`src/rtl/mec_pkg.sv`:
```
// ----------------------------------------------------------------------------
// mec_pkg
// Shared types and constants for the multiset equality counter: transaction
// kinds, controller states and the default table geometry.
// ----------------------------------------------------------------------------
`timescale 1ns / 1ps
`default_nettype none

package mec_pkg;

    // table geometry and field widths
    localparam int TABLE_DEPTH_DEF = 64;
    localparam int VALUE_W         = 32;
    localparam int COUNT_W         = 8;
    localparam int KIND_W          = 2;

    // transaction kinds
    typedef enum logic [KIND_W-1:0] {
        KIND_ADD    = 2'd0,
        KIND_REMOVE = 2'd1,
        KIND_CHECK  = 2'd2,
        KIND_NONE   = 2'd3
    } kind_t;

    // controller states
    typedef enum logic {
        ST_IDLE = 1'b0,
        ST_SCAN = 1'b1
    } state_t;

    // count of a freshly inserted entry after one add or one remove
    localparam logic [COUNT_W-1:0] COUNT_ONE   = COUNT_W'(1);
    localparam logic [COUNT_W-1:0] COUNT_MINUS = {COUNT_W{1'b1}};

endpackage

`default_nettype wire

```
`src/rtl/multiset_equality_counter_top.sv`:
```
// ----------------------------------------------------------------------------
// multiset_equality_counter_top
// Tallies values of two sequences in a table of distinct values with 8-bit
// net counts and, on a check transaction, reports whether all counts are zero.
// ----------------------------------------------------------------------------
// A transaction is taken when start is high and busy is low; kind 0 adds
// value, kind 1 removes it, kind 2 checks and clears, kind 3 is dropped at once.
// Only a check produces a result: done pulses for one cycle with equal and
// overflow, and the receiver must take it then. Every add, remove or check
// transaction scans the used entries of one single-port-read table memory,
// one entry per cycle, and busy stays high until the scan ends. A distinct
// value that arrives while the table is full is dropped and sets a sticky
// overflow flag that the next check reports and clears. No clearing pass is
// needed after reset: entries beyond the fill count are never read.
`timescale 1ns / 1ps
`default_nettype none

module multiset_equality_counter_top #(
    parameter int TABLE_DEPTH = mec_pkg::TABLE_DEPTH_DEF
) (
    input  wire logic                               clk,
    input  wire logic                               rst_n,
    input  wire logic                               start,
    output logic                                    busy,
    input  wire logic [mec_pkg::KIND_W-1:0]         kind,
    input  wire logic signed [mec_pkg::VALUE_W-1:0] value,
    output logic                                    done,
    output logic                                    equal,
    output logic                                    overflow
);

    localparam int IDX_W   = (TABLE_DEPTH > 1) ? $clog2(TABLE_DEPTH) : 1;
    localparam int CNT_W   = $clog2(TABLE_DEPTH + 1);
    localparam int ENTRY_W = mec_pkg::VALUE_W + mec_pkg::COUNT_W;
    localparam logic [CNT_W-1:0] FULL = CNT_W'(TABLE_DEPTH);

    // table memory: {value, count} per entry
    logic [ENTRY_W-1:0] entry_mem [TABLE_DEPTH];
    logic [ENTRY_W-1:0] rd_data_reg;
    logic               mem_we;
    logic [IDX_W-1:0]   mem_waddr;
    logic [ENTRY_W-1:0] mem_wdata;
    logic [IDX_W-1:0]   mem_raddr;

    // control and payload registers
    mec_pkg::state_t             state_reg, state_next;
    mec_pkg::kind_t              kind_reg, kind_next;
    logic [mec_pkg::VALUE_W-1:0] value_reg, value_next;
    logic [CNT_W-1:0]            rd_idx_reg, rd_idx_next;
    logic                        pend_valid_reg, pend_valid_next;
    logic [IDX_W-1:0]            pend_idx_reg, pend_idx_next;
    logic [CNT_W-1:0]            used_reg, used_next;
    logic                        ovf_seen_reg, ovf_seen_next;
    logic                        done_reg, done_next;
    logic                        equal_reg, equal_next;
    logic                        ovf_out_reg, ovf_out_next;

    // scan datapath
    logic [mec_pkg::VALUE_W-1:0] rd_value;
    logic [mec_pkg::COUNT_W-1:0] rd_count;
    logic [mec_pkg::COUNT_W-1:0] upd_count;
    logic [mec_pkg::COUNT_W-1:0] new_count;
    logic                        issue;
    logic                        hit;
    logic                        scan_end;
    logic                        is_check;

    assign rd_value  = rd_data_reg[ENTRY_W-1:mec_pkg::COUNT_W];
    assign rd_count  = rd_data_reg[mec_pkg::COUNT_W-1:0];
    assign is_check  = (kind_reg == mec_pkg::KIND_CHECK);
    assign issue     = (rd_idx_reg < used_reg);
    assign scan_end  = !pend_valid_reg && !issue;
    assign hit       = pend_valid_reg &&
                       (is_check ? (rd_count != '0) : (rd_value == value_reg));
    assign upd_count = (kind_reg == mec_pkg::KIND_ADD) ?
                       mec_pkg::COUNT_W'(rd_count + mec_pkg::COUNT_ONE) :
                       mec_pkg::COUNT_W'(rd_count - mec_pkg::COUNT_ONE);
    assign new_count = (kind_reg == mec_pkg::KIND_ADD) ?
                       mec_pkg::COUNT_ONE : mec_pkg::COUNT_MINUS;

    // table memory with registered read
    always_ff @(posedge clk)
    begin
        if (mem_we)
        begin
            entry_mem[mem_waddr] <= mem_wdata;
        end
        rd_data_reg <= entry_mem[mem_raddr];
    end

    // next state, memory control and result
    always_comb
    begin
        state_next      = state_reg;
        kind_next       = kind_reg;
        value_next      = value_reg;
        rd_idx_next     = rd_idx_reg;
        pend_valid_next = 1'b0;
        pend_idx_next   = pend_idx_reg;
        used_next       = used_reg;
        ovf_seen_next   = ovf_seen_reg;
        done_next       = 1'b0;
        equal_next      = equal_reg;
        ovf_out_next    = ovf_out_reg;
        mem_we          = 1'b0;
        mem_waddr       = pend_idx_reg;
        mem_wdata       = {value_reg, upd_count};
        mem_raddr       = rd_idx_reg[IDX_W-1:0];

        unique case (state_reg)
            mec_pkg::ST_IDLE:
            begin
                if (start && (kind != mec_pkg::KIND_NONE))
                begin
                    kind_next   = mec_pkg::kind_t'(kind);
                    value_next  = value;
                    rd_idx_next = '0;
                    state_next  = mec_pkg::ST_SCAN;
                end
            end
            mec_pkg::ST_SCAN:
            begin
                // one read per cycle, compared in the next cycle
                pend_valid_next = issue;
                pend_idx_next   = rd_idx_reg[IDX_W-1:0];
                if (issue)
                begin
                    rd_idx_next = CNT_W'(rd_idx_reg + 1'b1);
                end
                if (is_check)
                begin
                    if (hit || scan_end)
                    begin
                        done_next     = 1'b1;
                        equal_next    = !hit && !ovf_seen_reg;
                        ovf_out_next  = ovf_seen_reg;
                        used_next     = '0;
                        ovf_seen_next = 1'b0;
                        state_next    = mec_pkg::ST_IDLE;
                    end
                end
                else if (hit)
                begin
                    // found: write back the updated count
                    mem_we     = 1'b1;
                    state_next = mec_pkg::ST_IDLE;
                end
                else if (scan_end)
                begin
                    // absent: append, or drop when full
                    if (used_reg == FULL)
                    begin
                        ovf_seen_next = 1'b1;
                    end
                    else
                    begin
                        mem_we    = 1'b1;
                        mem_waddr = used_reg[IDX_W-1:0];
                        mem_wdata = {value_reg, new_count};
                        used_next = CNT_W'(used_reg + 1'b1);
                    end
                    state_next = mec_pkg::ST_IDLE;
                end
            end
            default:
            begin
                state_next = mec_pkg::ST_IDLE;
            end
        endcase
    end

    // control registers
    always_ff @(posedge clk or negedge rst_n)
    begin
        if (!rst_n)
        begin
            state_reg      <= mec_pkg::ST_IDLE;
            pend_valid_reg <= 1'b0;
            used_reg       <= '0;
            ovf_seen_reg   <= 1'b0;
            done_reg       <= 1'b0;
        end
        else
        begin
            state_reg      <= state_next;
            pend_valid_reg <= pend_valid_next;
            used_reg       <= used_next;
            ovf_seen_reg   <= ovf_seen_next;
            done_reg       <= done_next;
        end
    end

    // payload registers
    always_ff @(posedge clk)
    begin
        kind_reg     <= kind_next;
        value_reg    <= value_next;
        rd_idx_reg   <= rd_idx_next;
        pend_idx_reg <= pend_idx_next;
        equal_reg    <= equal_next;
        ovf_out_reg  <= ovf_out_next;
    end

    assign busy     = (state_reg != mec_pkg::ST_IDLE);
    assign done     = done_reg;
    assign equal    = equal_reg;
    assign overflow = ovf_out_reg;

endmodule

`default_nettype wire

```
`config.mk`:
```
export PLATFORM = sky130hd
export DESIGN_NAME = multiset_equality_counter_top
export DESIGN_NICKNAME = d
export VERILOG_FILES = /design/src/rtl/mec_pkg.sv /design/src/rtl/multiset_equality_counter_top.sv
export SDC_FILE = /design/constraint.sdc
export NUM_CORES = 2
export LEC_CHECK = 0
export BUFFER_PORTS_ARGS = -buffer_cell sky130_fd_sc_hd__clkbuf_2
export CAP_MARGIN = 20
export CORE_MARGIN = 1.5
export CORE_UTILIZATION = 35
export DETAILED_ROUTE_END_ITERATION = 10
export GPL_TIMING_DRIVEN = 0
export PLACE_DENSITY_LB_ADDON = 0.05
export SLEW_MARGIN = 15
export SYNTH_ARGS = -nofsm -noshare
export SYNTH_HDL_FRONTEND = slang
export SYNTH_SLANG_ARGS = --single-unit
```
`constraint.sdc`:
```
create_clock -name clk -period 5.35 [get_ports clk]
set_input_delay 0.2675 -clock clk [delete_from_list [all_inputs] [get_ports clk]]
set_output_delay 0.2675 -clock clk [all_outputs]
set_load 0.01 [all_outputs]
```
# After elaboration in Yosys (flattened, before gate mapping)

Memories as Yosys holds them, arrays and structs flattened. A register that Yosys moved wholly into a read port is not among the register bits.
Cells that the tools add are included.

Order comparisons: 1
Equal/unequal tests: 9
Bitwise operators: 1
$add $sub $neg: 4
Mux-type cells: 43
Reduce and logical (&&, ||, !) cells: 18

Operators with widths:

| cell                                                                    | count |
|---|---|
| 8-bit 2-to-1 mux                                                        | 7 |
| 7-bit 2-to-1 mux                                                        | 7 |
| 32-bit equality test                                                    | 1 |
| 6-bit 2-to-1 mux                                                        | 5 |
| 1-bit 2-to-1 mux                                                        | 22 |
| 7-bit by 1-bit adder with 7-bit output, second input constant           | 2 |
| 7-bit one-hot mux with 2 select lines                                   | 1 |
| 5-bit AND reduction                                                     | 2 |
| 8-bit by 1-bit adder with 8-bit output, second input constant           | 1 |
| 8-bit nonzero test                                                      | 1 |
| 8-bit by 1-bit subtractor with 8-bit output, second input constant      | 1 |
| 7-bit equality test, second input constant                              | 1 |
| 7-bit less-than comparator                                              | 1 |
| 2-bit by 1-bit inequality test with 1-bit output, second input constant | 3 |
| 2-bit inequality test, second input constant                            | 3 |
| 1-bit logical AND                                                       | 4 |
| 1-bit logical NOT                                                       | 4 |
| 2-bit AND reduction                                                     | 2 |
| 2-bit nonzero test                                                      | 2 |
| 3-bit AND reduction                                                     | 1 |
| 2-bit equality test, second input constant                              | 1 |
| 2-bit logical NOT                                                       | 1 |
| 1-bit one-hot mux with 2 select lines                                   | 1 |
| 1-bit logical OR                                                        | 1 |
| 1-bit inverter                                                          | 1 |

Memories: 1
Input bits: 37
Bits in registers: 60
Memory bits (writable): 2560
Output and inout bits: 4
Logic and storage cells: 88

Memories:

| memory    | depth | bits a word | rd ports | clocked after Yosys merged registers in | write ports | line                                | text |
|---|---|---|---|---|---|---|---|
| entry_mem | 64    | 40          | 1        | 1                                       | 1           | multiset_equality_counter_top.sv:38 | `logic [ENTRY_W-1:0] entry_mem [TABLE_DEPTH];` |

# Longest topological paths before layout

Word-level depth: 9
Mapped depth: 10
Gate-level depth less buffers: 8

# Worst setup path after synthesis

Ideal clock, no wire load.

Path kind: register -> register
Start: reg value_reg[29] in the netlist's numbering
End: mem entry_mem[43][0] in the netlist's numbering (enable)
Library setup time: 495 ps
Period minus slack after synthesis: 5773 ps
Path buffers: 0
Data arrival time: 5277 ps
Required time: 4855 ps
Stages on the path, launching flop included: 7
Slack: -423 ps
Cell sequence: edfxtp_1 xor2_1 nor4_1 nand4_1 nor4_1 o22ai_1 nor3b_1

Cells in the longest elaborated chain, start to end: 8
Elaborated cells between the ends (all ways): 11
Those cells by class: eq/ne: 1; mux: 9; reduce/logical: 1

Ends and longest elaborated chain:

| item                                   | line                                 | text |
|---|---|---|
| start, declared                        | multiset_equality_counter_top.sv:48  | `logic [mec_pkg::VALUE_W-1:0] value_reg, value_next;` |
| start signal, assigned                 | multiset_equality_counter_top.sv:197 | `value_reg <= value_next;` |
| 32-bit equality test (*)               | multiset_equality_counter_top.sv:74  | `(is_check ? (rd_count != '0) : (rd_value == value_reg));` |
| 1-bit 2-to-1 mux (*)                   | multiset_equality_counter_top.sv:74  |  |
| 1-bit logical AND (*)                  | multiset_equality_counter_top.sv:73  | `assign hit = pend_valid_reg &&` |
| 1-bit 2-to-1 mux                       | multiset_equality_counter_top.sv:142 | `else if (hit)` |
| 1-bit 2-to-1 mux                       | multiset_equality_counter_top.sv:130 | `if (is_check)` |
| 1-bit 2-to-1 mux                       | multiset_equality_counter_top.sv:110 | `unique case (state_reg)` |
| 1-bit 2-to-1 mux                       | multiset_equality_counter_top.sv:84  | `if (mem_we)` |
| 1-bit 2-to-1 mux (not written as such) | multiset_equality_counter_top.sv:86  | `entry_mem[mem_waddr] <= mem_wdata;` |
| end, declared                          | multiset_equality_counter_top.sv:38  |  |

Mark *: on every way between the ends. The rest lies on a longest branch, timed or not.

# Worst setup path in the final report

Start: reg value_reg[4] in the netlist's numbering
End: mem entry_mem[30][28] in the netlist's numbering (enable)

Same word-level chain as after synthesis.

==> flow_summary.yaml <==
worst_setup_path:
  cp-end-kind: "flip-flop"
  arrival_ns: 5.74
  worstPathCellList: "buf_16, buf_12, xor2_1, nor4_1, nand4_1, nor4_2, o211ai_2, clkbuf_2, nor3_4, buf_4, buf_4, buf_4, buf_4"
  crit_type: "flip-flop to flip-flop"
  crit_slowest_cell: "edfxtp_1"
  reg2reg_from: "value_reg[4]"
  r2r-end: "entry_mem[30][28]"
  r2r_cells: 13
  startpoint: "value_reg[4]"
  path_buf_inv: 7
  crit_top_cell: "buf_4"
  r2r_setup_slack_ns: 0.18
  crit_required_ns: 5.92
  critPathTopFamily: "buffers and inverters"
  worstPathMaxFanout: 17
  start_kind: "flip-flop"
  max_stage_delay_ns: 0.64
  endpoint: "entry_mem[30][28]"
  worst-path-stages: 13
detailed_routing:
  drc: 0
  dr.pass1.iters: 6
  routed_via_density: 5.37
  postRouteAntennaNets: 0
  wl_per_cell_um: 34.3
  drtIter0Drc: 5491
  postRouteWirelength_mm: 326
  vias: 51100
yosys:
  syn_inst: 4584
  synth-seq-cells: 2660
  synth_nets: 4637
  syn_avg_cell_area_um2: 22.3
  synth.distinct_cells: 52
  yosys_warnings: 0
  synth_edf_count: 2609
  ys_async_sr_fraction: 0.00414
  syn_area_um2: 102000
  ys.flop_type: "edfxtp_1"
  ys_seq_area_frac: 0.776
grt:
  met2_usage: 0.342
  gr-usage-met3: 0.0285
  grt_util_met1: 0.323
  gr-max-usage-layer: "met2"
  antenna_found_initial: 20
  grt_usage: 0.220
  grt_overflow_total: 0
  grt_pass1_vias: 51700
  grt_pass1_wl_mm: 444
  grt_max_degree: 49
clock_network:
  path_clk_slew_ns: 0.06
  htree_levels: 5
  cts_tree: "built"
  root_buffer: "clkbuf_16"
  clkLatencyLatePin_ns: 0.90
  cts_made_buffers: 299
  cts_sinks: 2660
  clock_path_buffers: 4
sta:
  hold_viol_final: 0
  setup_tns_ns: 0
  min_period_ns: 5.17
  worst_slew_pin_slew_ns: 1.28
  clock.fmax_mhz: 194
  skew_ns: 0.0398
  final.period_utilization: 0.966
  slew_violations: 0
  slew_headroom: 0.143
  grt_setup_unrepaired: "no"
  setup_viol: 0
place:
  routabilityCongestion: 0.896
  portBuffers: 40
  dp_hpwl_mm: 234
floorplan:
  die_h_um: 544
  fp.dieW_um: 544
  start_util: 0.352
  die_area_um2: 296000
  core_um2: 291000
  num_io_pins: 41
  num_rows: 198
pwr:
  power_mw: 67.2
  irDropWorstVdd_v: 0.000445
  p_per_area_nw_per_um2: 545
  power.leakage_nw: 39.3
layout:
  drive_gt1_frac: 0.316
  fin_nets: 5432
  largest_reg_flops: 2560
  utilization: 0.424
  syn_to_final_growth_pct: 20.5
run_status:
  outcome: "finished clean"
run:
  max_cap_violations: 0
min_path:
  holdCritPathClass: "input port to async pin"
==> where the power goes <==
group / leakage (nW) / total (mW) / switching (mW) / internal, mW
clock: 4.47 / 19.6 / 8.24 / 11.3
sequential: 24.0 / 25.8 / 0.392 / 25.4
combinational: 10.9 / 21.8 / 14.3 / 7.48
==> layer usage <==
| layer | wire, um | vias to the layer above |
|---|---|---|
| met3 | 16600 | 340 |
| met4 | 10000 | 0 |
| met1 | 149000 | 28200 |
| met5 | 0 | - |
| li1 | - | 21000 |
| met2 | 151000 | 1517 |
==> synthesized netlist by cell type, drive strengths merged, types with 11 or more instances <==
cell type / instances / share of area
inv: 13 / 0.00048
nor4: 13 / 0.00079
nor2b: 102 / 0.0062
xnor2: 12 / 0.0010
xor2: 36 / 0.0031
a221o: 42 / 0.0041
and2: 24 / 0.0015
nand4: 11 / 0.00067
dfxtp: 40 / 0.0078
a211oi: 81 / 0.0059
nand2: 20 / 0.00073
mux4: 640 / 0.14
a21oi: 159 / 0.0078
o21ai: 14 / 0.00072
mux2i: 164 / 0.016
nand3: 14 / 0.00068
mux2: 83 / 0.0091
clkbuf: 146 / 0.0054
o22ai: 41 / 0.0025
nor3: 37 / 0.0019
dfrtp: 11 / 0.0027
edfxtp: 2609 / 0.77
ha: 15 / 0.0018
nor2: 94 / 0.0034
buf: 112 / 0.0052
==> metrics by stage <==
step / setup slack (ns) / instance area [um^2] / hold WS, ns / instances
final: 0.182 / 123000 / 0.105 / 9503
after global routing: 0.0982 / 123000 / 0.0130 / 9492
after CTS: 0.00924 / 123000 / 0.00589 / 9488
after detailed placement: -0.304 / 114000 / 0.216 / 8938
after global placement: -7.34 / 107000 / 0.211 / 8524
after floorplan: -0.423 / 102000 / -0.0281 / 4584
==> layout by cell type (no fill, tap or decap), types with 86 or more instances in the layout <==
cell type     n
a21oi_1     159
buf_2        99
buf_4       158
clkbuf_1    186
clkbuf_16   311
edfxtp_1   2609
mux2i_1     163
mux4_2      640
nor2_1       94
nor2b_1      86
==> layout make-up <==
type                    instances  area [um^2]
clock buffers                 375         8020
well taps                    3900         4880
plain buffers                 258         1120
repair buffers                494         6440
multi-input cells            1653        22300
fillers                     25400       168000
clock inverters               138         1080
inverters                      13         48.8
flip-flops and latches       2660        79400
diodes                         12         30.0
==> what timing repair did <==
| item | CTS | global route |
|---|---|---|
| gates cloned | 0 | 0 |
| hold endpoints to repair | 54 | 0 |
| hold buffers | 36 | 0 |
| setup buffers | 1 | 2 |
| setup endpoints to repair | 130 | 137 |
| resized for setup | 5 | 9 |
==> kinds of logic (layout without fill, tap and decap cells) <==
family,count (synthesis),after routing,synth area share
flops,2660,2660,0.776
compound gates,369,369,0.0237
other cells,0,12,0
fa+ha+maj,16,16,0.00203
mux,887,887,0.166
simple gates,333,333,0.0171
xor+xnor,48,48,0.00411
buf+inv,271,1278,0.0110
==> worst min-delay path by stage <==
stage / end / cells past startpoint
global route: used_reg[5] / 2
floorplan: busy / 0
detailed placement: used_reg[4] / 1
global placement: used_reg[6] / 1
finish: used_reg[6] / 2
CTS: used_reg[6] / 2
No activity file was read; power rests on OpenSTA's default activity.
